<file path="config.mk">
export PLATFORM = sky130hd
export DESIGN_NAME = soft_knee_peak_compressor
export DESIGN_NICKNAME = d
export VERILOG_FILES = /design/src/design/skpc_pkg.sv /design/src/design/soft_knee_peak_compressor.sv
export SDC_FILE = /design/constraint.sdc
export NUM_CORES = 2
export LEC_CHECK = 0
export ABC_AREA = 0
export BUFFER_PORTS_ARGS = -buffer_cell sky130_fd_sc_hd__buf_2
export CAP_MARGIN = 20
export CELL_PAD_IN_SITES_DETAIL_PLACEMENT = 1
export CELL_PAD_IN_SITES_GLOBAL_PLACEMENT = 1
export CORE_ASPECT_RATIO = 2
export CORE_MARGIN = 4
export CORE_UTILIZATION = 42
export CTS_CLUSTER_SIZE = 25
export DETAILED_ROUTE_END_ITERATION = 7
export GPL_ROUTABILITY_DRIVEN = 0
export PLACE_DENSITY_LB_ADDON = 0.12
export SLEW_MARGIN = 20
export SYNTH_ARGS = -nofsm -noshare
export SYNTH_HDL_FRONTEND = slang
export SYNTH_SLANG_ARGS = --single-unit
</file>
<file path="constraint.sdc">
create_clock -name i_clk -period 14.4 [get_ports i_clk]
set_clock_uncertainty 0.15 [all_clocks]
set_input_delay 1.44 -clock i_clk [delete_from_list [all_inputs] [get_ports i_clk]]
set_output_delay 1.44 -clock i_clk [all_outputs]
set_load 0.02 [all_outputs]
</file>
<file path="src/design/skpc_pkg.sv">
`timescale 1ns / 1ps
package skpc_pkg;

    typedef enum logic [4:0] {
        S_IDLE,
        S_PEAK,
        S_NORM,
        S_SQ_MUL,
        S_SQ_ACC,
        S_DB_MUL,
        S_DB_FIN,
        S_KNEE,
        S_LIN_MUL,
        S_LIN_FIN,
        S_X2_MUL,
        S_SL_MUL,
        S_DIV_LD,
        S_DIV,
        S_DIV_FIN,
        S_REL_M1,
        S_REL_M2,
        S_REL_FIN,
        S_ATT_M1,
        S_ATT_M2,
        S_ATT_FIN,
        S_EXP_MUL,
        S_EXP_E,
        S_EXP_C3,
        S_EXP_C2,
        S_EXP_C1,
        S_EXP_FIN,
        S_MIX_MUL,
        S_MIX_FIN,
        S_CH_MUL,
        S_CH_FIN,
        S_DONE
    } t_state;

    typedef enum logic [3:0] {
        CFG_THRESHOLD = 4'd0,
        CFG_SLOPE     = 4'd1,
        CFG_KNEE      = 4'd2,
        CFG_ATTACK    = 4'd3,
        CFG_RELEASE   = 4'd4,
        CFG_MAKEUP    = 4'd5,
        CFG_WET_MIX   = 4'd6,
        CFG_BYPASS    = 4'd7
    } t_cfg_idx;

    localparam logic [31:0] DB_PER_LOG2_Q16     = 32'd394566;
    localparam logic [31:0] LOG2_10_OVER_20_Q24 = 32'd2786635;
    localparam logic [31:0] EXP_C1              = 32'd747141773;
    localparam logic [31:0] EXP_C2              = 32'd242730077;
    localparam logic [31:0] EXP_C3              = 32'd83880711;
    localparam logic [15:0] DB_FLOOR_Q88        = 16'd25600;
    localparam logic signed [25:0] GAIN_FLOOR_Q816 = -26'sd6553600;
    localparam logic [24:0] ONE_Q24             = 25'h1000000;
    localparam logic [16:0] WET_FULL            = 17'd65536;

    localparam logic [14:0] RST_THRESHOLD = 15'd28160;
    localparam logic [15:0] RST_SLOPE     = 16'd49152;
    localparam logic [12:0] RST_KNEE      = 13'd1536;
    localparam logic [23:0] RST_ATTACK    = 24'd16742300;
    localparam logic [23:0] RST_RELEASE   = 24'd16773721;
    localparam logic [12:0] RST_MAKEUP    = 13'd0;
    localparam logic [16:0] RST_WET_MIX   = 17'd65536;

endpackage

</file>
<file path="src/design/soft_knee_peak_compressor.sv">
`timescale 1ns / 1ps
// feed-forward soft-knee peak compressor, one frame of CHANNELS samples per request
// input stream (s_axis): one frame per request, channel 0 in the lowest bits
// output stream (m_axis): processed samples, then the 15-bit gain reduction (Q7.8 dB)
// config channel: index and data, always ready; write only while the block is idle
// sequencing: a 16-step log2 squaring loop and a 33-step knee divide, and every
//   multiply in the chain goes through one shared 32x32 multiplier in turn
// throughput: one frame at a time, s_axis tready is high only in idle
// the output register holds a finished result while the next frame is taken in;
//   if the receiver stalls, the next result waits in the sequencer until the
//   output register empties
// bypass: samples pass through, reduction reads zero, envelope state holds
// reset (synchronous, active low): registers go to their defaults, envelope to zero,
//   output register empties
module soft_knee_peak_compressor
    import skpc_pkg::*;
#(
    parameter int CHANNELS    = 2,
    parameter int SAMPLE_BITS = 24
) (
    input  logic i_clk,
    input  logic i_rst_n,
    // input frame
    input  logic i_s_axis_tvalid,
    output logic o_s_axis_tready,
    // tdata: left_sample, right_sample (one per channel), zero pad
    input  logic [((CHANNELS*SAMPLE_BITS+7)/8)*8-1:0] i_s_axis_tdata,
    // output frame
    output logic o_m_axis_tvalid,
    input  logic i_m_axis_tready,
    // tdata: left_out, right_out (one per channel), reduction_db, zero pad
    output logic [((CHANNELS*SAMPLE_BITS+15+7)/8)*8-1:0] o_m_axis_tdata,
    // configuration writes
    input  logic i_cfg_valid,
    output logic o_cfg_ready,
    input  logic [3:0] i_cfg_index,
    input  logic [23:0] i_cfg_data
);

    localparam int SB   = SAMPLE_BITS;
    localparam int CW   = (CHANNELS > 1) ? $clog2(CHANNELS) : 1;
    localparam int EW   = $clog2(SAMPLE_BITS);
    localparam int LW   = EW + 16;
    localparam int OD_W = ((CHANNELS*SAMPLE_BITS+15+7)/8)*8;
    localparam logic [CW-1:0] LAST_CH = CW'(CHANNELS-1);
    localparam logic [LW-1:0] FULL_L  = LW'((SAMPLE_BITS-1) * 65536);
    localparam logic [39:0] SMAX      = 40'((64'd1 << (SAMPLE_BITS-1)) - 64'd1);

    // control and configuration
    t_state r_state, n_state;
    logic r_ovalid, n_ovalid;
    logic signed [14:0] r_thr, n_thr;
    logic [15:0] r_slope, n_slope;
    logic [12:0] r_knee, n_knee;
    logic [23:0] r_ac, n_ac;
    logic [23:0] r_rc, n_rc;
    logic [12:0] r_mk, n_mk;
    logic [16:0] r_wet, n_wet;
    logic r_byp, n_byp;
    logic [23:0] r_rel, n_rel;
    logic [23:0] r_att, n_att;

    // datapath
    logic [SB-1:0] r_x [CHANNELS];
    logic [SB-1:0] n_x [CHANNELS];
    logic [SB-1:0] r_y [CHANNELS];
    logic [SB-1:0] n_y [CHANNELS];
    logic [OD_W-1:0] r_odata, n_odata;
    logic [SB-1:0] r_peak, n_peak;
    logic [CW-1:0] r_ch, n_ch;
    logic [SB-1:0] r_nrm, n_nrm;
    logic [EW-1:0] r_e, n_e;
    logic [30:0] r_m, n_m;
    logic [15:0] r_frac, n_frac;
    logic [5:0] r_it, n_it;
    logic signed [15:0] r_lvl, n_lvl;
    logic signed [17:0] r_o, n_o;
    logic [13:0] r_x2, n_x2;
    logic [32:0] r_dq, n_dq;
    logic [12:0] r_rem, n_rem;
    logic [23:0] r_tgt, n_tgt;
    logic [63:0] r_acc, n_acc;
    logic [14:0] r_red, n_red;
    logic r_dneg, n_dneg;
    logic [15:0] r_f, n_f;
    logic signed [10:0] r_sh, n_sh;
    logic [30:0] r_g, n_g;
    logic [30:0] r_gsum, n_gsum;

    // shared multiplier
    logic [31:0] mul_a, mul_b;
    logic [63:0] r_prod;

    // combinational helpers
    logic [SB-1:0] cur_x, cur_abs, pk_now;
    logic [SB+30:0] nrm_ext;
    logic [31:0] sq;
    logic [LW-1:0] l_val, neg_l;
    logic [63:0] rnd, sum;
    logic signed [17:0] k_o;
    logic signed [18:0] k_2o, k_k;
    logic [13:0] rem_sh;
    logic rem_ok;
    logic signed [25:0] d_w;
    logic [25:0] ad;
    logic [25:0] biased;
    logic [31:0] exp_m;
    logic [16:0] w_eff, dry;
    logic [39:0] mag;

    assign o_s_axis_tready = (r_state == S_IDLE);
    assign o_cfg_ready     = 1'b1;
    assign o_m_axis_tvalid = r_ovalid;
    assign o_m_axis_tdata  = r_odata;

    assign cur_x   = r_x[r_ch];
    assign cur_abs = cur_x[SB-1] ? (~cur_x + 1'b1) : cur_x;
    assign pk_now  = (cur_abs > r_peak) ? cur_abs : r_peak;
    assign nrm_ext = {r_nrm, 31'b0};
    assign w_eff   = (r_wet > WET_FULL) ? WET_FULL : r_wet;
    assign dry     = WET_FULL - w_eff;

    always_comb begin
        n_state = r_state;
        n_ovalid = r_ovalid;
        n_thr = r_thr;
        n_slope = r_slope;
        n_knee = r_knee;
        n_ac = r_ac;
        n_rc = r_rc;
        n_mk = r_mk;
        n_wet = r_wet;
        n_byp = r_byp;
        n_rel = r_rel;
        n_att = r_att;
        n_x = r_x;
        n_y = r_y;
        n_odata = r_odata;
        n_peak = r_peak;
        n_ch = r_ch;
        n_nrm = r_nrm;
        n_e = r_e;
        n_m = r_m;
        n_frac = r_frac;
        n_it = r_it;
        n_lvl = r_lvl;
        n_o = r_o;
        n_x2 = r_x2;
        n_dq = r_dq;
        n_rem = r_rem;
        n_tgt = r_tgt;
        n_acc = r_acc;
        n_red = r_red;
        n_dneg = r_dneg;
        n_f = r_f;
        n_sh = r_sh;
        n_g = r_g;
        n_gsum = r_gsum;
        mul_a = '0;
        mul_b = '0;

        sq = r_prod[61:30];
        l_val = {r_e, r_frac};
        neg_l = (FULL_L > l_val) ? (FULL_L - l_val) : '0;
        rnd = r_prod + 64'd8388608;
        sum = r_acc + r_prod;
        k_o = 18'(r_lvl) - 18'(r_thr);
        k_2o = {k_o, 1'b0};
        k_k = $signed({6'b0, r_knee});
        rem_sh = {r_rem, r_dq[32]};
        rem_ok = (rem_sh >= {1'b0, r_knee});
        d_w = $signed({5'b0, r_mk, 8'b0}) - $signed({2'b0, r_att});
        ad = d_w[25] ? 26'(-d_w) : 26'(d_w);
        biased = r_dneg ? (26'(ONE_Q24) - 26'(r_prod[47:24]))
                        : (26'(ONE_Q24) + 26'(r_prod[47:24]));
        exp_m = 32'h40000000 + r_prod[47:16];
        mag = rnd[63:24];

        if (r_ovalid && i_m_axis_tready) begin
            n_ovalid = 1'b0;
        end

        if (i_cfg_valid) begin
            unique case (i_cfg_index)
                CFG_THRESHOLD: n_thr = i_cfg_data[14:0];
                CFG_SLOPE:     n_slope = i_cfg_data[15:0];
                CFG_KNEE:      n_knee = i_cfg_data[12:0];
                CFG_ATTACK:    n_ac = i_cfg_data[23:0];
                CFG_RELEASE:   n_rc = i_cfg_data[23:0];
                CFG_MAKEUP:    n_mk = i_cfg_data[12:0];
                CFG_WET_MIX:   n_wet = i_cfg_data[16:0];
                CFG_BYPASS:    n_byp = i_cfg_data[0];
                default: ;
            endcase
        end

        unique case (r_state)
            S_IDLE: begin
                if (i_s_axis_tvalid) begin
                    for (int c = 0; c < CHANNELS; c++) begin
                        n_x[c] = i_s_axis_tdata[c*SB +: SB];
                    end
                    n_peak = '0;
                    n_ch = '0;
                    n_state = S_PEAK;
                end
            end
            S_PEAK: begin
                n_peak = pk_now;
                if (r_ch == LAST_CH) begin
                    if (r_byp) begin
                        n_state = S_DONE;
                    end else if (pk_now == '0) begin
                        // silent frame sits at the floor
                        n_lvl = -$signed(DB_FLOOR_Q88);
                        n_state = S_KNEE;
                    end else begin
                        n_nrm = pk_now;
                        n_e = EW'(SB-1);
                        n_state = S_NORM;
                    end
                end else begin
                    n_ch = r_ch + 1'b1;
                end
            end
            S_NORM: begin
                if (r_nrm[SB-1]) begin
                    n_m = nrm_ext[SB+30 -: 31];
                    n_frac = '0;
                    n_it = '0;
                    n_state = S_SQ_MUL;
                end else begin
                    n_nrm = r_nrm << 1;
                    n_e = r_e - 1'b1;
                end
            end
            S_SQ_MUL: begin
                mul_a = {1'b0, r_m};
                mul_b = {1'b0, r_m};
                n_state = S_SQ_ACC;
            end
            S_SQ_ACC: begin
                n_m = sq[31] ? sq[31:1] : sq[30:0];
                n_frac = {r_frac[14:0], sq[31]};
                if (r_it == 6'd15) begin
                    n_state = S_DB_MUL;
                end else begin
                    n_it = r_it + 1'b1;
                    n_state = S_SQ_MUL;
                end
            end
            S_DB_MUL: begin
                mul_a = 32'(neg_l);
                mul_b = DB_PER_LOG2_Q16;
                n_state = S_DB_FIN;
            end
            S_DB_FIN: begin
                if (mag > 40'(DB_FLOOR_Q88)) begin
                    n_lvl = -$signed(DB_FLOOR_Q88);
                end else begin
                    n_lvl = -$signed({1'b0, mag[14:0]});
                end
                n_state = S_KNEE;
            end
            S_KNEE: begin
                n_o = k_o;
                if (k_2o <= -k_k) begin
                    n_tgt = '0;
                    n_state = S_REL_M1;
                end else if (k_2o >= k_k) begin
                    n_state = S_LIN_MUL;
                end else begin
                    n_x2 = 14'(k_2o + k_k);
                    n_state = S_X2_MUL;
                end
            end
            S_LIN_MUL: begin
                mul_a = 32'(r_o[16:0]);
                mul_b = 32'(r_slope);
                n_state = S_LIN_FIN;
            end
            S_LIN_FIN: begin
                n_tgt = r_prod[31:8];
                n_state = S_REL_M1;
            end
            S_X2_MUL: begin
                mul_a = 32'(r_x2);
                mul_b = 32'(r_x2);
                n_state = S_SL_MUL;
            end
            S_SL_MUL: begin
                mul_a = r_prod[31:0];
                mul_b = 32'(r_slope);
                n_state = S_DIV_LD;
            end
            S_DIV_LD: begin
                // divide by 2048*knee as a shift then a divide by knee
                n_dq = r_prod[43:11];
                n_rem = '0;
                n_it = '0;
                n_state = S_DIV;
            end
            S_DIV: begin
                n_rem = rem_ok ? 13'(rem_sh - {1'b0, r_knee}) : rem_sh[12:0];
                n_dq = {r_dq[31:0], rem_ok};
                if (r_it == 6'd32) begin
                    n_state = S_DIV_FIN;
                end else begin
                    n_it = r_it + 1'b1;
                end
            end
            S_DIV_FIN: begin
                n_tgt = r_dq[23:0];
                n_state = S_REL_M1;
            end
            S_REL_M1: begin
                mul_a = 32'(r_rc);
                mul_b = 32'(r_rel);
                n_state = S_REL_M2;
            end
            S_REL_M2: begin
                n_acc = r_prod;
                mul_a = 32'(ONE_Q24 - {1'b0, r_rc});
                mul_b = 32'(r_tgt);
                n_state = S_REL_FIN;
            end
            S_REL_FIN: begin
                // release stage never drops below the target
                n_rel = (sum[63:24] < 40'(r_tgt)) ? r_tgt : sum[47:24];
                n_state = S_ATT_M1;
            end
            S_ATT_M1: begin
                mul_a = 32'(r_ac);
                mul_b = 32'(r_att);
                n_state = S_ATT_M2;
            end
            S_ATT_M2: begin
                n_acc = r_prod;
                mul_a = 32'(ONE_Q24 - {1'b0, r_ac});
                mul_b = 32'(r_rel);
                n_state = S_ATT_FIN;
            end
            S_ATT_FIN: begin
                n_att = sum[47:24];
                n_red = sum[47] ? 15'h7FFF : sum[46:32];
                n_state = S_EXP_MUL;
            end
            S_EXP_MUL: begin
                mul_a = 32'(ad);
                mul_b = LOG2_10_OVER_20_Q24;
                n_dneg = d_w[25];
                if (d_w <= GAIN_FLOOR_Q816) begin
                    n_g = '0;
                    n_state = S_MIX_MUL;
                end else begin
                    n_state = S_EXP_E;
                end
            end
            S_EXP_E: begin
                n_f = biased[15:0];
                n_sh = 11'sd262 - $signed({1'b0, biased[25:16]});
                n_state = S_EXP_C3;
            end
            S_EXP_C3: begin
                mul_a = EXP_C3;
                mul_b = 32'(r_f);
                n_state = S_EXP_C2;
            end
            S_EXP_C2: begin
                mul_a = EXP_C2 + r_prod[47:16];
                mul_b = 32'(r_f);
                n_state = S_EXP_C1;
            end
            S_EXP_C1: begin
                mul_a = EXP_C1 + r_prod[47:16];
                mul_b = 32'(r_f);
                n_state = S_EXP_FIN;
            end
            S_EXP_FIN: begin
                if (r_sh > 11'sd40) begin
                    n_g = '0;
                end else if (r_sh < 11'sd0) begin
                    n_g = exp_m[30:0];
                end else begin
                    n_g = 31'(exp_m >> r_sh[5:0]);
                end
                n_state = S_MIX_MUL;
            end
            S_MIX_MUL: begin
                mul_a = 32'(r_g);
                mul_b = 32'(w_eff);
                n_state = S_MIX_FIN;
            end
            S_MIX_FIN: begin
                n_gsum = 31'((64'(dry) << 24) + r_prod >> 16);
                n_ch = '0;
                n_state = S_CH_MUL;
            end
            S_CH_MUL: begin
                mul_a = 32'(cur_abs);
                mul_b = 32'(r_gsum);
                n_state = S_CH_FIN;
            end
            S_CH_FIN: begin
                // round, restore sign, saturate
                if (!cur_x[SB-1]) begin
                    n_y[r_ch] = (mag > SMAX) ? SMAX[SB-1:0] : mag[SB-1:0];
                end else if (mag > SMAX + 40'd1) begin
                    n_y[r_ch] = {1'b1, {(SB-1){1'b0}}};
                end else begin
                    n_y[r_ch] = ~mag[SB-1:0] + 1'b1;
                end
                if (r_ch == LAST_CH) begin
                    n_state = S_DONE;
                end else begin
                    n_ch = r_ch + 1'b1;
                    n_state = S_CH_MUL;
                end
            end
            S_DONE: begin
                if (!r_ovalid || i_m_axis_tready) begin
                    n_odata = '0;
                    for (int c = 0; c < CHANNELS; c++) begin
                        n_odata[c*SB +: SB] = r_byp ? r_x[c] : r_y[c];
                    end
                    n_odata[CHANNELS*SB +: 15] = r_byp ? 15'd0 : r_red;
                    n_ovalid = 1'b1;
                    n_state = S_IDLE;
                end
            end
            default: n_state = S_IDLE;
        endcase
    end

    always_ff @(posedge i_clk) begin
        if (!i_rst_n) begin
            r_state <= S_IDLE;
            r_ovalid <= 1'b0;
            r_thr <= RST_THRESHOLD;
            r_slope <= RST_SLOPE;
            r_knee <= RST_KNEE;
            r_ac <= RST_ATTACK;
            r_rc <= RST_RELEASE;
            r_mk <= RST_MAKEUP;
            r_wet <= RST_WET_MIX;
            r_byp <= 1'b0;
            r_rel <= '0;
            r_att <= '0;
        end else begin
            r_state <= n_state;
            r_ovalid <= n_ovalid;
            r_thr <= n_thr;
            r_slope <= n_slope;
            r_knee <= n_knee;
            r_ac <= n_ac;
            r_rc <= n_rc;
            r_mk <= n_mk;
            r_wet <= n_wet;
            r_byp <= n_byp;
            r_rel <= n_rel;
            r_att <= n_att;
        end
    end

    always_ff @(posedge i_clk) begin
        r_prod <= 64'(mul_a) * 64'(mul_b);
        r_x <= n_x;
        r_y <= n_y;
        r_odata <= n_odata;
        r_peak <= n_peak;
        r_ch <= n_ch;
        r_nrm <= n_nrm;
        r_e <= n_e;
        r_m <= n_m;
        r_frac <= n_frac;
        r_it <= n_it;
        r_lvl <= n_lvl;
        r_o <= n_o;
        r_x2 <= n_x2;
        r_dq <= n_dq;
        r_rem <= n_rem;
        r_tgt <= n_tgt;
        r_acc <= n_acc;
        r_red <= n_red;
        r_dneg <= n_dneg;
        r_f <= n_f;
        r_sh <= n_sh;
        r_g <= n_g;
        r_gsum <= n_gsum;
    end

endmodule
</file>
==> results.yml <==
placement:
  dp_hpwl_mm: 306
  place_worst_setup_slack_ps: 526
  dp.cells: 11500
  io_buffer_count: 145
clock_tree:
  ctsResizeCount: 0
  cts_tree: "yes"
  htreeDepth: 3
  cts-buffers-inserted: 78
  clk_latency_ps: 730
  cts_post_setup_buffers_inserted: 0
  cts.path.max_buffers: 3
  cts_hold_buf: 0
  root_buffer: "clkbuf_16"
  cts.clk_slew.worst_paths_ps: 80
  clock-sinks: 793
detailed_routing:
  ant_nets: 0
  first_iter_violations: 5185
  vias: 71400
  wl_per_cell_um: 32.9
  via_per_inst: 6.13
  drc: 3
  wl_mm: 383
  first_pass_iters: 8
run_status:
  violations: "design-rule violations"
  outcome: "finished with violations"
synthesis:
  synth-xor-area-share_pct: 3.94
  seq_area_frac_synth_pct: 26.3
  synth-adder-area-share_pct: 29.4
  synth-simple-area-share_pct: 16.2
  netlist_area_um2: 81300
  synth_mux_area_share_pct: 3.30
  ys_ff_latch: 793
  synthFlopType: "edfxtp_1"
  ys_types: 114
  synth_compound_area_share_pct: 12.9
  yosys_warnings: 0
  avgSynthCellArea_um2: 9.05
  syn_inst: 8985
  synth_edf_count: 552
  synth_top_family_by_area: "adder cells"
  synth-async-reset-ratio_pct: 0
setup_path:
  critical_path_class: "reg2reg"
  critical_path.max_stage_delay_ps: 1000
  critPathLaunchType: "flop"
  cp_common_cell: "fa_1"
  worstPathMaxFanout: 23
  slowest_stage: "nor3b_4"
  end_kind: "flop"
  reg2reg_depth: 39
  critPathRequiredTime_ps: 14800
  crit_arrival_ps: 14390
global_route:
  grt_max_degree: 74
  grt-ovfl-total: 0
  grt_pass1_wl_mm: 548
  grt_pass1_vias: 78400
  antenna_found_initial: 31
  grtUsageTotal_pct: 37.8
timing:
  maxSlewViolCount: 0
  period_needed_ps: 13990
  final.setup.tns_ps: 0
  slew_headroom_pct: 8.58
  layout_setup_ws_ps: 408
  worst_hold_slack_ps: 311
  finalSetupViolations: 0
  tightest_slew_ps: 1360
  fmax_mhz: 71.5
  hold_viol: 0
  grt_setup_unrepaired: "false"
  post-route-period-util_pct: 97.2
job:
  maxCapViolCount: 0
min_path:
  hold_class: "reg2reg"
  min_path_cells: 2
layout:
  mostFrequentLayoutCell: "nand2_1"
  layout_common_cells: "nand2_1 (1339), inv_1 (1169), fa_1 (872)"
  instances_no_fill: 11600
  n_fill_cell: 22400
  areaGrowthSynthToFinish_pct: 9.14
  final_core_util_pct: 46.0
  drive_above_1_share_pct: 9.05
  nets: 10500
pwr:
  p_leak_nw: 38.6
  p_per_area_nw_per_um2: 93.9
  vdd_drop_max_mv: 0.134
floorplan:
  die_h_um: 630
  die_w_um: 319
  io_pins: 148
  start_util_pct: 42.2
  fp.dieArea_um2: 201000
  core_um2: 193000
  rows: 228
[logic make-up (layout without fill, tap and decap cells)]
family	Yosys count	count (layout)
AOI/OAI and AO/OA	1607	1607
adders and majority gates	1385	1385
other	2	44
DFF	793	793
buffers and inverters	1679	1768
and+or+nand+nor	2917	2917
xor gates and xnor gates	366	366
muxes	236	236
[area by class of cell]
type | count | area (µm²) | share of cell area (%)
Tap cell | 2530 | 3170 | 3.57
Sequential cell | 793 | 21400 | 24.1
Inverter | 1177 | 4420 | 4.98
Clock buffer | 92 | 2110 | 2.38
Timing Repair Buffer | 447 | 3010 | 3.39
Multi-Input combinational cell | 6529 | 54000 | 60.8
Antenna cell | 26 | 65.1 | 0.0733
Clock inverter | 52 | 577 | 0.650
[power by group]
group | internal (mW) | total, mW | switching (mW)
Sequential | 2.70 | 2.87 | 0.170
Clock | 1.21 | 2.27 | 1.06
Combinational | 0.913 | 3.19 | 2.28
[synth_stat cells, types with 137 or more instances]
cell	number	area, µm²
mux2i_1	150	1500
a21oi_1	452	2260
xnor2_1	229	2010
clkbuf_1	391	1470
xor2_1	137	1200
edfxtp_1	552	16600
dfxtp_1	241	4820
o21ai_0	311	1560
fa_1	872	17500
nor2_1	658	2470
ha_1	513	6420
nand2_1	1343	5040
inv_1	1171	4400
nand3_1	163	816
[metrics by stage]
stage	total power [mW]	cell area [µm²]
3_3_place_gp	5.88	85900
6_report	8.33	88700
4_1_cts	8.21	88600
2_1_floorplan	4.48	81400
5_1_grt	8.57	88700
3_5_place_dp	5.95	85900
[critical path: cells and delay by family, from the launching register on]
| kind | cells | cell delay, ps |
|---|---|---|
| compound gates | 13 | 4510 |
| fa+ha+maj | 9 | 4120 |
| simple gates | 5 | 1960 |
| buf+inv | 9 | 1280 |
| flops | 1 | 730 |
| mux | 1 | 630 |
| xor+xnor | 2 | 350 |
[routing by layer]
layer | global-route usage, % | wire length [µm] | vias to the layer above | part of all wire [%]
li1 | - | - | 30100 | -
met1 | 34.1 | 115000 | 36500 | 30
met2 | 66.4 | 192000 | 3073 | 50
met3 | 7.96 | 22200 | 1742 | 5.8
met4 | 41.8 | 54100 | 14 | 14
met5 | 0 | 99 | - | 0.026
[path summary, 6_finish.rpt]
| path | from | end | slack (ps) |
|---|---|---|---|
| min | r_thr[4] | r_thr[4] | 310 |
| max reg2reg | r_state[1] | r_prod[63] | 410 |
| max | r_state[1] | r_prod[63] | 410 |
| min reg2reg | r_thr[4] | r_thr[4] | 310 |
[sequential cells by signal (all words and copies together), names as in the netlist, 31 cells and up]
| register | cells |
|---|---|
| r_x | 48 |
| r_acc | 64 |
| r_gsum | 31 |
| r_prod | 64 |
| r_g | 31 |
| r_m | 31 |
| r_dq | 33 |
| o_m_axis_tdata | 63 |
| r_y | 48 |
No activity file was read; power rests on OpenSTA's default activity.
